--- src/rtl/vqd_pkg.sv ---
// shared types, constants and helpers for the block decoder
package vqd_pkg;

  localparam int unsigned Codewords  = 256;
  localparam int unsigned MaxVector  = 64;
  localparam int unsigned StoreDepth = Codewords * MaxVector;
  localparam int unsigned AddrW      = $clog2(StoreDepth);

  localparam int unsigned OffW  = 26;
  localparam int unsigned MacW  = 14;
  localparam int unsigned CfgW  = 14;
  localparam int unsigned CfgIdxW = 3;

  // configuration register indexes
  localparam logic [CfgIdxW-1:0] CFG_BLOCK_ROWS    = 3'd0;
  localparam logic [CfgIdxW-1:0] CFG_BLOCK_COLS    = 3'd1;
  localparam logic [CfgIdxW-1:0] CFG_BLOCKS_ACROSS = 3'd2;
  localparam logic [CfgIdxW-1:0] CFG_BLOCKS_DOWN   = 3'd3;
  localparam logic [CfgIdxW-1:0] CFG_IMAGE_WIDTH   = 3'd4;

  localparam logic FUNC_LOAD   = 1'b0;
  localparam logic FUNC_DECODE = 1'b1;

  typedef enum logic [7:0] {
    S_IDLE = 8'b0000_0001,
    S_VEC  = 8'b0000_0010,
    S_COLB = 8'b0000_0100,
    S_PROW = 8'b0000_1000,
    S_BASE = 8'b0001_0000,
    S_OFF  = 8'b0010_0000,
    S_LOAD = 8'b0100_0000,
    S_RUN  = 8'b1000_0000
  } state_e;

  // operands of the shared multiply-add unit
  typedef struct packed {
    logic [MacW-1:0] a;
    logic [MacW-1:0] b;
    logic [OffW-1:0] c;
  } mac_req_t;

  function automatic logic [3:0] clamp_dim(input logic [3:0] v);
    logic [3:0] r;
    r = v;
    if (v == 4'd0) r = 4'd1;
    else if (v > 4'd8) r = 4'd8;
    return r;
  endfunction

  function automatic logic [10:0] clamp_blocks(input logic [10:0] v);
    logic [10:0] r;
    r = v;
    if (v == 11'd0) r = 11'd1;
    else if (v > 11'd1024) r = 11'd1024;
    return r;
  endfunction

  function automatic logic [13:0] clamp_width(input logic [13:0] v);
    logic [13:0] r;
    r = v;
    if (v == 14'd0) r = 14'd1;
    else if (v > 14'd8192) r = 14'd8192;
    return r;
  endfunction

endpackage

--- src/rtl/vqd_mac.sv ---
// shared multiply-add unit with registered result, a * b + c modulo 2^26
module vqd_mac (
  input  logic                     clk_i,
  input  vqd_pkg::mac_req_t        req_i,
  output logic [vqd_pkg::OffW-1:0] res_o
);

  logic [2*vqd_pkg::MacW-1:0] prod;
  logic [2*vqd_pkg::MacW-1:0] sum;
  logic [vqd_pkg::OffW-1:0]   res_q;

  assign prod  = (2*vqd_pkg::MacW)'(req_i.a) * (2*vqd_pkg::MacW)'(req_i.b);
  assign sum   = prod + (2*vqd_pkg::MacW)'(req_i.c);
  assign res_o = res_q;

  always_ff @(posedge clk_i) begin
    res_q <= sum[vqd_pkg::OffW-1:0];
  end

endmodule

--- config.mk ---
export PLATFORM = sky130hd
export DESIGN_NAME = vqd_mac
export DESIGN_NICKNAME = d
export VERILOG_FILES = /design/src/rtl/vqd_pkg.sv /design/src/rtl/vqd_mac.sv
export SDC_FILE = /design/constraint.sdc
export NUM_CORES = 1
export LEC_CHECK = 0
export ABC_CLOCK_PERIOD_IN_PS = 5900
export BUFFER_PORTS_ARGS = -buffer_cell sky130_fd_sc_hd__buf_2
export CORE_MARGIN = 2
export CORE_UTILIZATION = 45
export CTS_CLUSTER_DIAMETER = 30
export DETAILED_ROUTE_END_ITERATION = 7
export PLACE_DENSITY = 0.75
export SYNTH_ARGS = -nofsm -noshare
export SYNTH_HDL_FRONTEND = slang
export SYNTH_SLANG_ARGS = --single-unit
--- constraint.sdc ---
create_clock -name clk_i -period 5.9 [get_ports clk_i]
set_input_delay 0.59 -clock clk_i [delete_from_list [all_inputs] [get_ports clk_i]]
set_output_delay 0.59 -clock clk_i [all_outputs]
set_load 0.02 [all_outputs]
# Word-level counts from Yosys, hierarchy flattened
# Index checks and enable logic that the tools add are counted.
# W data, S select, Z words.
# op_classes
n_addsub	1
multipliers	1
# op_table
operator	count
$add A26 B26 Y26	1
$mul A14 B14 Y26	1
# totals
ff_bits	26
input_bits	55
out_inout_bits	26
wordCells	3

# Logic depth before layout (Yosys ltp)
# Gate-level depths: netlist of run 1.
# logic_depth
ltp_word	2
mapped_depth	21
ltp_nobuf	20

# Worst setup path before layout of run 1
# No wires, ideal clock.
# synth_path
kind	input to register
start	in req_i[49] (netlist name)
end	reg res_q, in the netlist res_o[22]
arrival_ns	5.474
required_ns	5.778
path_buffers	1
slack_ns	0.304
path_stages	19
setup_time_ns	0.122
cell_sequence	clkbuf_1 > nand2_1 > fa_1 > fa_1 > inv_1 > fa_1 > inv_1 > fa_1 > fa_1 > fa_1 > inv_1 > ha_1 > o21ai_0 > nand2b_1 > o2111ai_1 > a211o_1 > a21oi_4 > nor4_1 > a311o_1
# synth_between
elab_chain_cells	2
# synth_lines
element	line	source
from (decl)	vqd_mac.sv:4	input vqd_pkg::mac_req_t req_i,
$mul A14 B14 Y26	vqd_mac.sv:12	assign prod = (2*vqd_pkg::MacW)'(req_i.a) * (2*vqd_pkg::MacW)'(req_i.b);
$add A26 B26 Y26	vqd_mac.sv:13	assign sum = prod + (2*vqd_pkg::MacW)'(req_i.c);
via sum (one bit)	vqd_mac.sv:9	logic [2*vqd_pkg::MacW-1:0] sum;
to (signal assigned)	vqd_mac.sv:17	res_q <= sum[vqd_pkg::OffW-1:0];
to (decl)	vqd_mac.sv:10	logic [vqd_pkg::OffW-1:0] res_q;
# The timed path passes the listed nets, and every way through them passes these cells.

# Worst setup path after layout of run 1
# layout_path
start	in req_i[26] (netlist name)
end	reg res_q, in the netlist res_o[22]
# The elaborated chain is that of the path after synthesis.

==> impl_summary.md, run 1 <==
Outcome
The flow ran to the end, and the final reports show no timing, DRC or antenna violations.

Placed design
During placement, the flow inserted port buffers numbering 80. Routability-driven placement finished with a final weighted congestion of 0.923. After legalization and detailed placement, the total HPWL measured 13,700 um.

Layout
Relative to the synthesized area, the layout overhead comes to 10.0%. The number of nets in the layout is 1,130. The fraction of final layout cells sized beyond drive strength 1 is 0.119. The number of antenna diodes in the final layout is 0.

The register with the most flip-flops in the layout has 26 of them.

Global routing
The combined global-route utilization of all metal layers is 0.195. The number of antenna violations at the first check in global routing is 0. The first global-routing pass estimated 26,100 um of wire.

The number of global-route vias before repair is 5,462. Entering global routing, the biggest net connects 15 pins. The overflow left after global routing is 0.

STA
Setup violations remaining at the end of the flow were counted as 0. In this run the tightest slew margin relative to its limit is 0.747. The final count of hold timing violations came to 0.

Setup repair after global routing left no endpoint under its margin. In the finished design, the share of the clock period the worst path needs comes to 0.939. Based on the critical path, the design can be clocked at up to 0.180 GHz. The number of max-slew violations in the final report is 0. For the final routed database, the setup TNS stands at 0 ns. The actual transition at the worst max-transition pin is 0.376 ns.

The routed design could run at a clock period as short as 5.54 ns.

CTS
The maximum clock insertion buffer count is 2. The clock root buffer is sky130_fd_sc_hd__clkbuf_16. The number of sinks on the clock net is 26. In this run, CTS created clock tree buffers numbering 3.

The post-cts gate resize count is 0. In this run the number of H-tree levels came out at 1. Clock-pin slew was measured on the worst setup and hold paths at 0.06 ns.

The CTS tree is done. The buffer count from post-CTS setup fixing is 0. In this run, post-CTS hold repair placed 0 buffers.

Critical path
The endpoint required time on the critical path is 6.05 ns. The biggest fanout along the worst timing path is 14. Walking the worst path, the cells encountered are buf_2, nand2_1, fa_1, fa_1, inv_1, fa_1, inv_1, fa_1, fa_1, fa_1, inv_1, ha_1, o21ai_0, nand2b_1, o2111ai_1, a211o_1, a21oi_4, nor4_1, a311o_1.

The slowest library cell on the worst path is sky130_fd_sc_hd__fa_1. The sort of element at the end of the critical path is a flop. The kind of start point of the critical path is a primary input. The count of buffering cells on the critical path with inverters included is 4.

Among the stages of the critical path, the cell type that occurs most often is sky130_fd_sc_hd__fa_1. The biggest cell delay along the critical path is 0.55 ns. Data arrives at the worst endpoint at 5.69 ns.

The critical setup path kind is primary input to flop. In this run the worst setup path begins at req_i[26]. The family of cells with the greatest summed delay on the critical path is adder cells.

Routing
In the final routed layout, each cell accounts on average for 14.7 um. The first detailed-routing pass took 4 iterations. In the routed layout, each cell is associated on average with a via count of 5.02. The count of nets left with antenna violations once routing finished came out at 0.

The number of remaining DRC errors is 0. The number of design-rule violations left by the first detailed-router iteration is 262. The final wirelength is 15,500 um.

The number of vias after detailed routing is 5,277.

Yosys
The sequential share of the synthesized area is 0.0718. The average footprint of a synthesized cell is 9.42 sq um. The synthesized design contains 0 enable-type register cells. The total nets after synthesis is 1,064.

The netlist uses 37 different library cells. The mapped cell area is 0.00725 sq mm. Counting every instance in the synthesized netlist gives 770. The number of warnings reported in the yosys synthesis log is 0. The leading register cell type out of synthesis is sky130_fd_sc_hd__dfxtp_1. After synthesis the netlist holds a flip-flop and latch count of 26. After synthesis, the share of flip-flops with an asynchronous set or reset is 0.

Floorplan
The die is 131 um tall. The top-level I/O count is 81. The horizontal die dimension is 131 um.

After floorplanning, the core was sized to cover 0.0158 sq mm. After floorplanning, the core was divided into 46 placement rows. The die covers 0.0171 sq mm. The initial core utilization is 0.458.

Min path
The class of the most critical hold timing path is primary input to flop. The worst hold path begins at req_i[0].

Job
Across the run, the number of max-cap violations was 0.
==> cells by family after synthesis <==
logic type | after synthesis | synth area share
fa+ha+maj | 239 | 0.583
simple gates | 236 | 0.162
buf+inv | 179 | 0.0926
compound gates | 63 | 0.0578
flops | 26 | 0.0718
xor+xnor | 25 | 0.0302
mux | 2 | 0.00276
==> area by class of cell <==
cell class | instances | area, sq um
fill | 1469 | 7850
multi-input combinational | 565 | 6060
inverter | 150 | 563
sequential | 26 | 520
timing repair buffer | 90 | 475
tap | 216 | 270
clock buffer | 4 | 88.8
==> worst paths after layout <==
kind | to | slack, ns | cells past startpoint
max | res_o[22]$_DFF_P_ | 0.36 | 19
min | res_o[0]$_DFF_P_ | 0.55 | 2
==> Yosys cell counts (2+ instances only) <==
library cell / count / area (sq um)
sky130_fd_sc_hd__a211o_1: 2 / 17.5
sky130_fd_sc_hd__a211oi_1: 3 / 22.5
sky130_fd_sc_hd__a21o_1: 7 / 52.6
sky130_fd_sc_hd__a21oi_1: 18 / 90.1
sky130_fd_sc_hd__a31oi_1: 3 / 18.8
sky130_fd_sc_hd__and2_1: 98 / 613
sky130_fd_sc_hd__clkbuf_1: 29 / 109
sky130_fd_sc_hd__dfxtp_1: 26 / 521
sky130_fd_sc_hd__fa_1: 165 / 3300
sky130_fd_sc_hd__ha_1: 74 / 926
sky130_fd_sc_hd__inv_1: 150 / 563
sky130_fd_sc_hd__mux2i_1: 2 / 20.0
sky130_fd_sc_hd__nand2_1: 108 / 405
sky130_fd_sc_hd__nand3_1: 4 / 20.0
sky130_fd_sc_hd__nand4_1: 3 / 18.8
sky130_fd_sc_hd__nor2_1: 15 / 56.3
sky130_fd_sc_hd__nor2b_1: 3 / 18.8
sky130_fd_sc_hd__nor4_1: 2 / 12.5
sky130_fd_sc_hd__o211ai_1: 2 / 15.0
sky130_fd_sc_hd__o21ai_0: 13 / 65.1
sky130_fd_sc_hd__o21ai_2: 2 / 17.5
sky130_fd_sc_hd__o21bai_1: 3 / 22.5
sky130_fd_sc_hd__xnor2_1: 15 / 131
sky130_fd_sc_hd__xor2_1: 10 / 87.6
==> metal layers <==
layer  routed length [um]  share of wire  global-route usage  vias to the layer above
met5                    0              0                   0                        -
met1                 6550           0.42               0.258                     2663
met3                  743          0.048              0.0257                       18
met4                  273          0.018              0.0313                        0
met2                 7900           0.51               0.348                      149
li1                     -              -                   -                     2447
==> through the flow <==
step,worst slack [ns],utilization,hold WS [ns],instances,area (sq um)
final,0.360,0.504,0.551,1051,7980
after global routing,0.0818,0.504,0.564,1051,7980
after floorplan,0.304,-,0.720,770,7250
after CTS,0.351,0.504,0.550,1051,7980
after global placement,0.136,0.498,0.817,1047,7890
after detailed placement,0.0719,0.498,0.823,1047,7890
==> cell usage in the layout, fill, tap and decap left out, types with 2 or more instances in the layout <==
cell	n
sky130_fd_sc_hd__buf_4	10
sky130_fd_sc_hd__a211o_1	2
sky130_fd_sc_hd__clkbuf_16	3
sky130_fd_sc_hd__o21bai_1	3
sky130_fd_sc_hd__o21ai_2	2
sky130_fd_sc_hd__a21o_1	7
sky130_fd_sc_hd__xor2_1	10
sky130_fd_sc_hd__a31oi_1	3
sky130_fd_sc_hd__a211oi_1	3
sky130_fd_sc_hd__nor2_1	15
sky130_fd_sc_hd__buf_2	80
sky130_fd_sc_hd__dfxtp_1	26
sky130_fd_sc_hd__o211ai_1	2
sky130_fd_sc_hd__nor2b_1	3
sky130_fd_sc_hd__nand2_1	108
sky130_fd_sc_hd__inv_1	150
sky130_fd_sc_hd__nor4_1	2
sky130_fd_sc_hd__nand3_1	4
sky130_fd_sc_hd__ha_1	74
sky130_fd_sc_hd__a21oi_1	18
sky130_fd_sc_hd__and2_1	98
sky130_fd_sc_hd__nand4_1	3
sky130_fd_sc_hd__fa_1	165
sky130_fd_sc_hd__mux2i_1	2
sky130_fd_sc_hd__o21ai_0	13
sky130_fd_sc_hd__xnor2_1	15
Power of run 1 is left out: the tool's default activity adds up to more than one toggle a clock period on the data nets, which glitch-free logic cannot reach.
==> run 2: changes to the inputs <==
- RECOVER_POWER: not set -> 50
==> impl_summary.md, run 2 (same netlist as run 1, synthesis figures left out) <==
CTS
The maximum level of the CTS H-tree is 1 (unchanged). The clock transition at the register clock pins on the worst setup and hold paths after CTS is 0.06 ns (about the same). The number of buffers added to fix hold violations after cts was 0 (unchanged).

The buffer count from post-CTS setup fixing is 0 (unchanged). The tree is rooted in a sky130_fd_sc_hd__clkbuf_16. The post-cts gate resize count is 0 (unchanged). The number of buffers added by the clock tree synthesis step is 3 (unchanged). The maximum clock insertion buffer count came to 2 (unchanged). The CTS tree is done. The number of sinks on the clock net is 26 (unchanged).

Layout
From synthesis to final layout, the design area changed by 9.56%. The fraction of final layout cells sized beyond drive strength 1 is 0.0874 (-0.0311). The antenna cell count is 0 (unchanged). Leaving out fill and tap cells, the most frequent cell in the layout is sky130_fd_sc_hd__fa_1.

The number of nets in the layout is 1,130 (unchanged). In the layout the commonest cells are sky130_fd_sc_hd__fa_1 (165), sky130_fd_sc_hd__inv_1 (150), sky130_fd_sc_hd__nand2_1 (108). The number of flip-flops under the largest register name is 26 (unchanged).

The number of fillers in the final layout is 1,474 (+0.34%).

Global routing
The number of antenna violations at the first check in global routing is 0 (unchanged). The number of global-route vias before repair came to 5,462 (unchanged). The largest net degree at the start of global routing is 15 (unchanged). The overflow left after global routing is 0 (unchanged).

The first-pass GRT wire length came to 26,100 um (unchanged). The combined global-route utilization of all metal layers is 0.195 (unchanged).

Critical path
The kind of start point of the critical path is a primary input. The most numerous cell type found on the critical path is sky130_fd_sc_hd__fa_1. The critical setup path kind is primary input to flop.

The critical path goes through buf_2, nand2_1, fa_1, fa_1, inv_1, fa_1, inv_1, fa_1, fa_1, fa_1, inv_1, ha_1, o21ai_0, nand2b_1, o2111ai_1, a211o_1, a21oi_4, nor4_1, a311o_1. The biggest fanout along the worst timing path is 14 (unchanged). The biggest cell delay along the critical path came to 0.55 ns (about the same). The slowest library cell on the worst path is sky130_fd_sc_hd__fa_1. The data arrival time of the critical path is 5.68 ns (about the same). The worst setup path is captured at a flop. The endpoint required time on the critical path came to 6.05 ns (about the same).

Placed design
The global placer's final weighted congestion was 0.923 (unchanged). The number of buffers added on ports was 80 (unchanged). The half-perimeter wire length after detailed placement came to 13,700 um (unchanged).

Min path
The number of cells on the worst hold path is 2 (unchanged). The min-delay analysis places its worst path in the category primary input to flop. The path with the worst hold slack has its endpoint at res_o[0]$_DFF_P_. The source of the worst hold timing path is req_i[0].

Routing
The number of vias after detailed routing was 5,265 (-0.23%). The number of design-rule violations left by the first detailed-router iteration came to 275 (+5.0%). The post-route antenna net violation count is 0 (unchanged). The number of remaining DRC errors came to 0 (unchanged). The average detailed-routed wire length per instance is 14.7 um (-0.28%). The routed via count divided by cell count is 5.01 (-0.23%). The number of optimization iterations in the first detailed-route pass is 5 (+1). The final wirelength came to 15,400 um (-0.28%).

STA
Setup repair after global routing left no endpoint under its margin. The number of max-slew violations in the final report was 0 (unchanged). The final count of hold timing violations is 0 (unchanged).

The total negative slack for setup checks is 0 ns (unchanged). The highest clock frequency the design can meet came to 0.181 GHz (+0.12%). The post-layout minimum cycle time is 5.53 ns (-0.00673 ns).

The relative max-transition margin is 0.566 (-0.180). The total setup violations reported at the end of the flow is 0 (unchanged). The actual transition at the worst max-transition pin is 0.650 ns (+0.274 ns). The fraction of the cycle the final worst path needs is 0.938 (-0.00114).

Outcome
The flow ran to the end, and the final reports show no timing, DRC or antenna violations.

Floorplan
The area of the core came to 0.0158 sq mm (unchanged). The initial core utilization is 0.458 (unchanged). The top-level I/O count is 81 (unchanged). The total number of placement rows is 46 (unchanged). The die height is 131 um (unchanged). The area of the die is 0.0171 sq mm (unchanged). The horizontal die dimension is 131 um (unchanged).

Job
The number of max-capacitance violations reported is 0 (unchanged).
-- run 2: cell types whose count changed in the layout (fill, tap and decap cells not counted), sizes merged --
cell | previous run | this run
buf | 90 | 64
clkbuf | 4 | 30
-- run 2: final cells by class --
| type | count | area [sq um] | area share |
|---|---|---|---|
| Multi-Input combinational cell | 565 | 6060 | 0.763 |
| Inverter | 150 | 563 | 0.0709 |
| Clock buffer | 4 | 88.8 | 0.0112 |
| Timing Repair Buffer | 90 | 443 | 0.0557 |
| Tap cell | 216 | 270 | 0.0340 |
| Sequential cell | 26 | 520 | 0.0655 |
-- run 2: metrics by stage --
| step | instances | area [sq um] | hold WS, ns | utilization | setup WS [ns] |
|---|---|---|---|---|---|
| after floorplan | 770 | 7250 | 0.720 | - | 0.304 |
| after global placement | 1047 | 7890 | 0.817 | 0.498 | 0.136 |
| after detailed placement | 1047 | 7890 | 0.823 | 0.498 | 0.0719 |
| after CTS | 1051 | 7980 | 0.550 | 0.504 | 0.351 |
| after global routing | 1051 | 7950 | 0.564 | 0.502 | 0.0818 |
| final | 1051 | 7950 | 0.551 | 0.502 | 0.366 |
-- run 2: worst max path at each step --
stage,from,endpoint,slack (ns),cells past startpoint
floorplan,req_i[49],res_o[22]$_DFF_P_,0.30,19
detailed placement,req_i[26],res_o[22]$_DFF_P_,0.07,19
global placement,req_i[26],res_o[22]$_DFF_P_,0.14,19
CTS,req_i[26],res_o[22]$_DFF_P_,0.35,19
finish,req_i[26],res_o[22]$_DFF_P_,0.37,19
global route,req_i[28],res_o[22]$_DFF_P_,0.08,19
-- run 2: worst max-delay path, delay by kind of cell --
kind                     cells  cell delay (ns)
AO/OA/AOI/OAI                5             1.11
adder cells (fa/ha/maj)      7             3.38
buffers and inverters        4             0.34
AND/OR/NAND/NOR              3             0.26
-- run 2: per-layer routing --
layer / track usage / wire [um]
met1: 0.258 / 6480
met2: 0.348 / 7920
met3: 0.0257 / 781
met4: 0.0313 / 247
met5: 0 / 0
Power of run 2 is left out for the same reason.
